`src/sv/uvn_pkg.sv`:
```
// ----------------------------------------------------------------------------
// uvn_pkg
// Shared types and codes for the UTF-8 name validator: byte classes, error
// codes, the classified byte item and the verdict record.
// ----------------------------------------------------------------------------
package uvn_pkg;

	// Class of one raw byte as seen by the UTF-8 decoder.
	typedef enum logic [2:0] {
		KIND_ASCII = 3'd0,
		KIND_LEAD2 = 3'd1,
		KIND_LEAD3 = 3'd2,
		KIND_LEAD4 = 3'd3,
		KIND_CONT  = 3'd4,
		KIND_BAD   = 3'd5
	} kind_t;

	// Error codes, in order of priority within one byte.
	localparam logic [2:0] ERR_NONE  = 3'd0;
	localparam logic [2:0] ERR_LONG  = 3'd1;
	localparam logic [2:0] ERR_SPACE = 3'd2;
	localparam logic [2:0] ERR_ENC   = 3'd3;
	localparam logic [2:0] ERR_CHAR  = 3'd4;

	// One classified byte, as it travels from the front to the back.
	typedef struct packed {
		logic       last;
		logic       is_space;
		logic       ascii_ok;
		kind_t      kind;
		logic [5:0] bits;
	} item_t;

	// Verdict for one complete name.
	typedef struct packed {
		logic [7:0] byte_total;
		logic [2:0] error_kind;
		logic       name_ok;
	} verdict_t;

endpackage

```
`src/sv/uvn_front.sv`:
```
// ----------------------------------------------------------------------------
// uvn_front
// Input stage: takes raw name bytes, classifies each one for the decoder and
// holds it in a register until the queue takes it.
// ----------------------------------------------------------------------------
module uvn_front (
	input  logic           clk,
	input  logic           arst_n,
	input  logic           in_valid,
	output logic           in_ready,
	input  logic [7:0]     in_byte,
	input  logic           in_last,
	output logic           item_valid,
	input  logic           item_ready,
	output uvn_pkg::item_t item
);

	logic           valid_s1;
	uvn_pkg::item_t item_s1;
	uvn_pkg::item_t cls;

	// Allowed ASCII characters: letters, digits, space and a few marks.
	function automatic logic ascii_allowed(input logic [7:0] c);
		logic ok;
		ok = (c >= 8'h41 && c <= 8'h5a) || (c >= 8'h61 && c <= 8'h7a) ||
		     (c >= 8'h30 && c <= 8'h39) || c == 8'h20 || c == 8'h2d ||
		     c == 8'h5f || c == 8'h2e || c == 8'h27;
		return ok;
	endfunction

	// Classify the byte and strip its marker bits.
	always_comb begin
		cls.last     = in_last;
		cls.is_space = (in_byte == 8'h20);
		cls.ascii_ok = ascii_allowed(in_byte);
		cls.bits     = in_byte[5:0];
		if (in_byte[7] == 1'b0) begin
			cls.kind = uvn_pkg::KIND_ASCII;
		end else if (in_byte[7:6] == 2'b10) begin
			cls.kind = uvn_pkg::KIND_CONT;
		end else if (in_byte[7:5] == 3'b110) begin
			cls.kind = uvn_pkg::KIND_LEAD2;
			cls.bits = {1'b0, in_byte[4:0]};
		end else if (in_byte[7:4] == 4'b1110) begin
			cls.kind = uvn_pkg::KIND_LEAD3;
			cls.bits = {2'b00, in_byte[3:0]};
		end else if (in_byte[7:3] == 5'b11110) begin
			cls.kind = uvn_pkg::KIND_LEAD4;
			cls.bits = {3'b000, in_byte[2:0]};
		end else begin
			cls.kind = uvn_pkg::KIND_BAD;
		end
	end

	// The stage takes a new byte whenever it is empty or being drained.
	assign in_ready   = !valid_s1 || item_ready;
	assign item_valid = valid_s1;
	assign item       = item_s1;

	always_ff @(posedge clk or negedge arst_n) begin
		if (!arst_n) begin
			valid_s1 <= 1'b0;
		end else if (in_ready) begin
			valid_s1 <= in_valid;
		end
	end

	always_ff @(posedge clk) begin
		if (in_valid && in_ready) begin
			item_s1 <= cls;
		end
	end

endmodule

```
`src/sv/uvn_queue.sv`:
```
// ----------------------------------------------------------------------------
// uvn_queue
// Small FIFO of classified bytes between the front and the back, so that
// either side can stall without holding up the other at once.
// ----------------------------------------------------------------------------
module uvn_queue #(
	parameter int DEPTH = 4
) (
	input  logic           clk,
	input  logic           arst_n,
	input  logic           push_valid,
	output logic           push_ready,
	input  uvn_pkg::item_t push_item,
	output logic           pop_valid,
	input  logic           pop_ready,
	output uvn_pkg::item_t pop_item
);

	localparam int PW = (DEPTH > 1) ? $clog2(DEPTH) : 1;
	localparam int CW = $clog2(DEPTH + 1);

	uvn_pkg::item_t entry_q [DEPTH];
	logic [PW-1:0]  wr_ptr_q;
	logic [PW-1:0]  rd_ptr_q;
	logic [CW-1:0]  count_q;
	logic           do_push;
	logic           do_pop;

	assign push_ready = (count_q != CW'(DEPTH));
	assign pop_valid  = (count_q != '0);
	assign pop_item   = entry_q[rd_ptr_q];
	assign do_push    = push_valid && push_ready;
	assign do_pop     = pop_valid && pop_ready;

	// Pointers wrap at the depth; the count tracks occupancy.
	always_ff @(posedge clk or negedge arst_n) begin
		if (!arst_n) begin
			wr_ptr_q <= '0;
			rd_ptr_q <= '0;
			count_q  <= '0;
		end else begin
			if (do_push) begin
				wr_ptr_q <= (wr_ptr_q == PW'(DEPTH - 1)) ? '0 : wr_ptr_q + PW'(1);
			end
			if (do_pop) begin
				rd_ptr_q <= (rd_ptr_q == PW'(DEPTH - 1)) ? '0 : rd_ptr_q + PW'(1);
			end
			if (do_push && !do_pop) begin
				count_q <= count_q + CW'(1);
			end else if (do_pop && !do_push) begin
				count_q <= count_q - CW'(1);
			end
		end
	end

	always_ff @(posedge clk) begin
		if (do_push) begin
			entry_q[wr_ptr_q] <= push_item;
		end
	end

endmodule

```
`src/sv/uvn_back.sv`:
```
// ----------------------------------------------------------------------------
// uvn_back
// Decoder and checker: runs the UTF-8 state for one name, keeps the first
// error and the byte count, and presents a verdict on the last byte.
// ----------------------------------------------------------------------------
module uvn_back (
	input  logic              clk,
	input  logic              arst_n,
	input  logic [7:0]        max_name_bytes,
	input  logic              item_valid,
	output logic              item_ready,
	input  uvn_pkg::item_t    item,
	output logic              out_valid,
	input  logic              out_ready,
	output uvn_pkg::verdict_t out_verdict
);

	logic [1:0]        cont_left_q;
	logic [20:0]       cp_q;
	logic [1:0]        class_q;
	logic [2:0]        err_q;
	logic [7:0]        count_q;
	logic              out_valid_q;
	uvn_pkg::verdict_t verdict_q;

	logic [7:0]        count_inc;
	logic              first;
	logic              is_long;
	logic              is_edge_space;
	logic [2:0]        dec_err;
	logic [1:0]        dec_cl;
	logic [20:0]       dec_cp;
	logic [1:0]        dec_cls;
	logic [2:0]        err_n;
	logic              do_pop;
	logic              update;

	// Allowed code points outside ASCII.
	function automatic logic wide_allowed(input logic [20:0] c);
		logic ok;
		ok = (c >= 21'h000c0 && c <= 21'h0024f) ||
		     (c >= 21'h03040 && c <= 21'h030ff) ||
		     (c >= 21'h03400 && c <= 21'h04dbf) ||
		     (c >= 21'h04e00 && c <= 21'h09fff) ||
		     (c >= 21'h0ac00 && c <= 21'h0d7a3) ||
		     (c >= 21'h0f900 && c <= 21'h0faff) ||
		     (c >= 21'h20000 && c <= 21'h2fa1f);
		return ok;
	endfunction

	// Checks for the current byte, in priority order.
	always_comb begin
		logic [20:0] minimum;
		count_inc     = (count_q == 8'hff) ? 8'hff : count_q + 8'd1;
		first         = (count_q == 8'd0);
		is_long       = (count_inc >= max_name_bytes);
		is_edge_space = item.is_space && (first || item.last);
		dec_err       = uvn_pkg::ERR_NONE;
		dec_cl        = cont_left_q;
		dec_cp        = cp_q;
		dec_cls       = class_q;
		case (class_q)
			2'd1:    minimum = 21'h00080;
			2'd2:    minimum = 21'h00800;
			default: minimum = 21'h10000;
		endcase
		if (cont_left_q == 2'd0) begin
			case (item.kind)
				uvn_pkg::KIND_ASCII: begin
					dec_err = item.ascii_ok ? uvn_pkg::ERR_NONE : uvn_pkg::ERR_CHAR;
				end
				uvn_pkg::KIND_LEAD2: begin
					dec_cls = 2'd1;
					dec_cl  = 2'd1;
					dec_cp  = {15'd0, item.bits};
				end
				uvn_pkg::KIND_LEAD3: begin
					dec_cls = 2'd2;
					dec_cl  = 2'd2;
					dec_cp  = {15'd0, item.bits};
				end
				uvn_pkg::KIND_LEAD4: begin
					dec_cls = 2'd3;
					dec_cl  = 2'd3;
					dec_cp  = {15'd0, item.bits};
				end
				default: begin
					dec_err = uvn_pkg::ERR_ENC;
				end
			endcase
		end else if (item.kind != uvn_pkg::KIND_CONT) begin
			dec_err = uvn_pkg::ERR_ENC;
		end else begin
			dec_cp = {cp_q[14:0], item.bits};
			dec_cl = cont_left_q - 2'd1;
			if (dec_cl == 2'd0) begin
				if (dec_cp < minimum || dec_cp > 21'h10ffff ||
				    (dec_cp >= 21'h0d800 && dec_cp <= 21'h0dfff)) begin
					dec_err = uvn_pkg::ERR_ENC;
				end else if (!wide_allowed(dec_cp)) begin
					dec_err = uvn_pkg::ERR_CHAR;
				end
			end
		end
		// A sequence left open by the last byte is cut short.
		if (dec_err == uvn_pkg::ERR_NONE && item.last && dec_cl != 2'd0) begin
			dec_err = uvn_pkg::ERR_ENC;
		end
	end

	// Only the first error of a name is kept; decoding stops after it.
	always_comb begin
		err_n  = err_q;
		update = 1'b0;
		if (err_q == uvn_pkg::ERR_NONE) begin
			if (is_long) begin
				err_n = uvn_pkg::ERR_LONG;
			end else if (is_edge_space) begin
				err_n = uvn_pkg::ERR_SPACE;
			end else begin
				err_n  = dec_err;
				update = 1'b1;
			end
		end
	end

	// A last byte waits until the output register is free.
	assign item_ready  = !item.last || !out_valid_q || out_ready;
	assign do_pop      = item_valid && item_ready;
	assign out_valid   = out_valid_q;
	assign out_verdict = verdict_q;

	// Per-name state and output valid.
	always_ff @(posedge clk or negedge arst_n) begin
		if (!arst_n) begin
			cont_left_q <= 2'd0;
			cp_q        <= 21'd0;
			class_q     <= 2'd0;
			err_q       <= uvn_pkg::ERR_NONE;
			count_q     <= 8'd0;
			out_valid_q <= 1'b0;
		end else begin
			if (do_pop) begin
				if (item.last) begin
					cont_left_q <= 2'd0;
					cp_q        <= 21'd0;
					class_q     <= 2'd0;
					err_q       <= uvn_pkg::ERR_NONE;
					count_q     <= 8'd0;
				end else begin
					err_q   <= err_n;
					count_q <= count_inc;
					if (update) begin
						cont_left_q <= dec_cl;
						cp_q        <= dec_cp;
						class_q     <= dec_cls;
					end
				end
			end
			if (do_pop && item.last) begin
				out_valid_q <= 1'b1;
			end else if (out_ready) begin
				out_valid_q <= 1'b0;
			end
		end
	end

	// Verdict payload.
	always_ff @(posedge clk) begin
		if (do_pop && item.last) begin
			verdict_q.name_ok    <= (err_n == uvn_pkg::ERR_NONE);
			verdict_q.error_kind <= err_n;
			verdict_q.byte_total <= count_inc;
		end
	end

endmodule

```
`src/sv/utf8_name_validator_unit.sv`:
```
// ----------------------------------------------------------------------------
// utf8_name_validator_unit
// Strict UTF-8 name validator with an allowed character set, length limit
// and edge-space check, giving one verdict per name.
// ----------------------------------------------------------------------------
// Usage:
// Name bytes arrive on the s_axis channel, one byte per transfer, with
// s_axis_tlast set on the final byte of a name. For each name one verdict
// leaves on the m_axis channel after its last byte: an ok flag, an error
// code and the byte count. Other bytes give no transfer on the output.
// Throughput is one byte per cycle; it is set by the back decoder, which
// takes one byte from the queue in each cycle unless a last byte waits for
// the output register. The verdict is registered: the last byte passes the
// front register and the queue, then the decoder takes it into the output register.
// When the receiver stalls, the verdict holds in the output
// register and the decoder keeps consuming bytes until the next last byte;
// the front register and the queue then fill and s_axis_tready drops.
// The APB port holds max_name_bytes at address 0; write it only while idle.
// Reset clears the queue, the decoder state and the output, and sets
// max_name_bytes to 32.
// ----------------------------------------------------------------------------
module utf8_name_validator_unit #(
	parameter int QUEUE_DEPTH = 4
) (
	input  logic        clk,
	input  logic        arst_n,
	// APB configuration port.
	input  logic        psel,
	input  logic        penable,
	input  logic        pwrite,
	input  logic [2:0]  paddr,
	input  logic [31:0] pwdata,
	output logic [31:0] prdata,
	output logic        pready,
	// Byte input.
	input  logic        s_axis_tvalid,
	output logic        s_axis_tready,
	input  logic [7:0]  s_axis_tdata,  // [7:0] name_byte
	input  logic        s_axis_tlast,  // last_byte
	// Verdict output.
	output logic        m_axis_tvalid,
	input  logic        m_axis_tready,
	output logic [15:0] m_axis_tdata   // [0] name_ok, [3:1] error_kind,
	                                   // [11:4] byte_total, [15:12] zero
);

	localparam logic ADDR_MAX_NAME_BYTES = 1'b0;

	logic [7:0]        max_name_bytes_q;
	logic              f_valid;
	logic              f_ready;
	uvn_pkg::item_t    f_item;
	logic              q_valid;
	logic              q_ready;
	uvn_pkg::item_t    q_item;
	uvn_pkg::verdict_t verdict;

	// Configuration register.
	assign pready = 1'b1;
	assign prdata = (paddr[2] == ADDR_MAX_NAME_BYTES) ? {24'd0, max_name_bytes_q} : 32'd0;

	always_ff @(posedge clk or negedge arst_n) begin
		if (!arst_n) begin
			max_name_bytes_q <= 8'd32;
		end else if (psel && penable && pwrite && paddr[2] == ADDR_MAX_NAME_BYTES) begin
			max_name_bytes_q <= pwdata[7:0];
		end
	end

	uvn_front u_front (
		.clk        (clk),
		.arst_n     (arst_n),
		.in_valid   (s_axis_tvalid),
		.in_ready   (s_axis_tready),
		.in_byte    (s_axis_tdata),
		.in_last    (s_axis_tlast),
		.item_valid (f_valid),
		.item_ready (f_ready),
		.item       (f_item)
	);

	uvn_queue #(
		.DEPTH (QUEUE_DEPTH)
	) u_queue (
		.clk        (clk),
		.arst_n     (arst_n),
		.push_valid (f_valid),
		.push_ready (f_ready),
		.push_item  (f_item),
		.pop_valid  (q_valid),
		.pop_ready  (q_ready),
		.pop_item   (q_item)
	);

	uvn_back u_back (
		.clk            (clk),
		.arst_n         (arst_n),
		.max_name_bytes (max_name_bytes_q),
		.item_valid     (q_valid),
		.item_ready     (q_ready),
		.item           (q_item),
		.out_valid      (m_axis_tvalid),
		.out_ready      (m_axis_tready),
		.out_verdict    (verdict)
	);

	// Pack the verdict, name_ok in the lowest bit.
	assign m_axis_tdata = {4'd0, verdict.byte_total, verdict.error_kind, verdict.name_ok};

endmodule

```
`config.mk`:
```
export PLATFORM = sky130hd
export DESIGN_NAME = utf8_name_validator_unit
export DESIGN_NICKNAME = d
export VERILOG_FILES = /design/src/sv/uvn_pkg.sv /design/src/sv/uvn_front.sv /design/src/sv/uvn_queue.sv /design/src/sv/uvn_back.sv /design/src/sv/utf8_name_validator_unit.sv
export SDC_FILE = /design/constraint.sdc
export NUM_CORES = 1
export LEC_CHECK = 0
export BUFFER_PORTS_ARGS = -buffer_cell sky130_fd_sc_hd__buf_2
export CAP_MARGIN = 15
export CORE_MARGIN = 2
export CORE_UTILIZATION = 57
export DETAILED_ROUTE_END_ITERATION = 10
export PLACE_DENSITY_LB_ADDON = 0.12
export SLEW_MARGIN = 0
export SYNTH_ARGS = -nofsm -noshare
export SYNTH_HDL_FRONTEND = slang
export SYNTH_SLANG_ARGS = --single-unit
```
`constraint.sdc`:
```
create_clock -name clk -period 4.2 [get_ports clk]
set_clock_uncertainty 0.2 [all_clocks]
set_input_delay 0.42 -clock clk [delete_from_list [all_inputs] [get_ports clk]]
set_output_delay 0.42 -clock clk [all_outputs]
set_load 0.02 [all_outputs]
```
==> results.json <==
{
  "min_path_type": "input pin to flip-flop",
  "syn_area_sq_um": 6058,
  "clkTransAtPathRegs_ns": 0.06,
  "fmax_ghz": 0.2518,
  "place_congestion": 0.8851,
  "clk_latency_ns": 0.52,
  "viasPerCell": 5.727,
  "fin_ws_ns": 0.2286,
  "syn_inst": 520,
  "cap_violations": 0,
  "die_area_sq_um": 11470,
  "async_reset_ff_share_pct": 39.50,
  "place_ws_ns": 0.3244,
  "tns_ns": 0,
  "synth-compound-area-share_pct": 10.93,
  "via_count": 4209,
  "boundaryPins": 102,
  "diodes": 0,
  "maxSlewHeadroom_pct": 53.61,
  "hpwl_um": 7941,
  "root_buffer": "clkbuf_8",
  "finalHoldViolations": 0,
  "synth-simple-area-share_pct": 14.04,
  "yosysUniqueCellTypes": 70,
  "critPathMaxStageDelay_ns": 0.51,
  "synth_edf_count": 72,
  "cp_max_fo": 5,
  "core_area_sq_um": 10320,
  "crit_slowest_cell": "or4_1",
  "fin_crit_sh_pct": 94.56,
  "postLayoutCellArea_sq_um": 7113,
  "drt_iter0_drc": 249,
  "endpoint_kind": "flip-flop",
  "synth_mux_area_share_pct": 6.795,
  "die-height_um": 107.1,
  "irDropWorstVdd_mv": 0.4904,
  "syn_area_per_cell_sq_um": 11.65,
  "setup_viol_count_final": 0,
  "synth_top_family_by_area": "simple AND/OR/NAND/NOR gates",
  "synth-seq-cells": 119,
  "layout.cells.non_filler": 735,
  "cts_buffers": 17,
  "power_density_nw_per_um2": 714.5,
  "grt_overflow": 0,
  "antenna_found_initial": 0,
  "synthAdderAreaFrac_pct": 4.874,
  "worst_pin_slew_ns": 0.6932,
  "grt_use_total_pct": 23.18,
  "required_ns": 4.26,
  "run_status": "completed",
  "num_rows": 37,
  "fin_nets": 660,
  "die_w_um": 107.1,
  "syn_to_final_growth_pct": 17.41,
  "start_kind": "flip-flop",
  "grt_first_pass_wirelength_um": 20520,
  "yosysWarnings": 0,
  "seq_area_frac_synth_pct": 55.12,
  "worstPathCellList": "ha_1 > and3_1 > a31oi_1 > a41oi_1 > ha_1 > o21ai_0 > a21oi_1 > or3_1 > a21o_1 > or4_1 > o21ai_1 > and4b_1",
  "initial_utilization_pct": 58.68,
  "cts_setup_buffers": 0,
  "grt_max_degree": 48,
  "cts_buffer_depth": 2,
  "whs_ns": 0.04000,
  "finalCriticalPeriod_ns": 3.971,
  "cpMostUsedCell": "ha_1",
  "slew_violations": 0,
  "ys.flop_type": "edfxtp_1",
  "synth_xor_area_share_pct": 1.157,
  "drive_above_1_share_pct": 19.20,
  "io_buffers": 46,
  "postPlaceCellArea_sq_um": 6307,
  "wl_per_cell_um": 16.41,
  "rsz0062_at_grt": "no",
  "clock-sinks": 119,
  "grt_pass1_vias": 4229,
  "routed_wl_um": 12060,
  "cts_tree": "yes",
  "first_pass_iters": 5,
  "ant_nets": 0,
  "p_leak_nw": 3.056,
  "fillCellCount": 698,
  "criticalPathCategory": "flip-flop to flip-flop",
  "htree_num_levels": 4,
  "arrival_ns": 4.03,
  "place_inst": 686,
  "drc": 0
}
worst max-delay path: cells and delay by family (launching register included):
family / cells / cell delay [ns]
AND/OR/NAND/NOR: 4 / 1.33
AO/OA/AOI/OAI: 6 / 1.22
adder cells (fa/ha/maj): 2 / 0.55
flip-flops: 1 / 0.40
layout make-up:
type | count | area [sq um] | area share (%)
flip-flops and latches | 119 | 3339 | 46.95
multi-input cells | 347 | 2399 | 33.72
clock buffers | 20 | 425.4 | 5.981
inverters | 31 | 116.4 | 1.636
repair buffers | 70 | 462.9 | 6.508
clock inverters | 12 | 200.2 | 2.814
well taps | 136 | 170.2 | 2.392
cells by family (layout without fill, tap and decap cells):
group,count (synthesis),in the layout
AO/OA/AOI/OAI,96,96
XOR/XNOR,8,8
adder cells (fa/ha/maj),23,23
buffers and inverters,81,133
flip-flops,119,119
multiplexers,24,24
other,2,29
AND/OR/NAND/NOR,167,167
metal layers:
metal / GRT usage (%) / part of all wire [%] / up-vias
met5: 0 / 0 / -
met4: 6.586 / 0.96 / 0
met3: 6.201 / 5.2 / 13
met2: 37.93 / 50 / 144
met1: 30.63 / 44 / 2070
li1: - / - / 1982
registers in the layout (all words and copies together), names as in the netlist:
name and cells:
u_back.count_q 8, max_name_bytes_q 8, u_back.cont_left_q 2, u_back.err_q 3, u_queue.wr_ptr_q 2, u_front.item_valid 1
u_queue.count_q 3, u_back.out_valid 1, u_queue.entry_q 48, u_front.item 12, u_back.cp_q 15, u_back.class_q 2
u_queue.rd_ptr_q 2, u_back.out_verdict 12
per-stage QoR:
step	utilization, %	total power, mW
4_1_cts	68.71	5.103
2_1_floorplan	-	3.090
3_5_place_dp	61.10	3.543
3_3_place_gp	61.10	3.474
5_1_grt	68.90	5.403
6_report	68.90	5.082
where the power goes:
group	internal, mW	switching, mW
sequential	1.61	0.226
combinational	0.676	1.04
clock	1.02	0.511
total	3.31	1.77
Yosys cell counts, types with 5 or more instances:
cell type,count,share of area (%)
edfxtp_1,72,36
dfrtp_1,46,19
nor2_1,40,2.5
nand2_1,39,2.4
inv_1,31,1.9
buf_4,29,3.6
nand3_1,24,2.0
ha_1,22,4.5
o21ai_0,21,1.7
a21oi_1,17,1.4
clkbuf_1,17,1.1
mux2_2,11,2.0
mux4_2,10,3.7
a21o_1,9,1.1
nand2b_1,8,0.83
a22o_1,7,1.0
a31oi_1,7,0.72
and3_1,7,0.72
nor3_1,7,0.58
and2_1,6,0.62
nor4_1,6,0.62
or4_1,5,0.62
xor2_1,5,0.72
repair_timing:
item	in CTS	in global routing
setup endpoints to repair	0	0
hold buffers	16	0
endpoints found under the hold margin	61	0
resized for setup	0	0
worst paths after layout:
| kind | from | endpoint | slack (ns) | cells past startpoint |
|---|---|---|---|---|
| worst min register to register | u_front.item[1] | u_queue.entry_q[1][1] | 0.30 | 0 |
| worst min-delay path | s_axis_tdata[7] | u_front.item[9] | 0.04 | 2 |
| max in group asynchronous | arst_n | max_name_bytes_q[5] | 2.99 | 3 |
| worst max-delay path | u_back.count_q[0] | u_back.out_verdict[0] | 0.23 | 12 |
| worst max register to register | u_back.count_q[0] | u_back.out_verdict[0] | 0.23 | 12 |
| min in group asynchronous | arst_n | u_back.count_q[5] | 0.20 | 2 |
cells in the final DEF, fill, tap and decap left out, types with 5 or more instances in the layout:
master          n
conb_1         29
nand2_1        39
a22o_1          7
clkbuf_16      16
and2_1          6
nor3_1          7
mux4_2         10
o21ai_0        21
inv_1          31
nand2b_1        8
and3_1          7
nor2_1         40
buf_2          46
a21oi_1        17
dlygate4sd3_1  16
bufinv_16       5
buf_4           7
xor2_1          5
dfrtp_1        46
ha_1           22
or4_1           5
a21o_1          9
a31oi_1         7
mux2_2         11
nor4_1          6
nand3_1        24
edfxtp_1       72
Note: power is estimated with default switching activity, not from simulation.
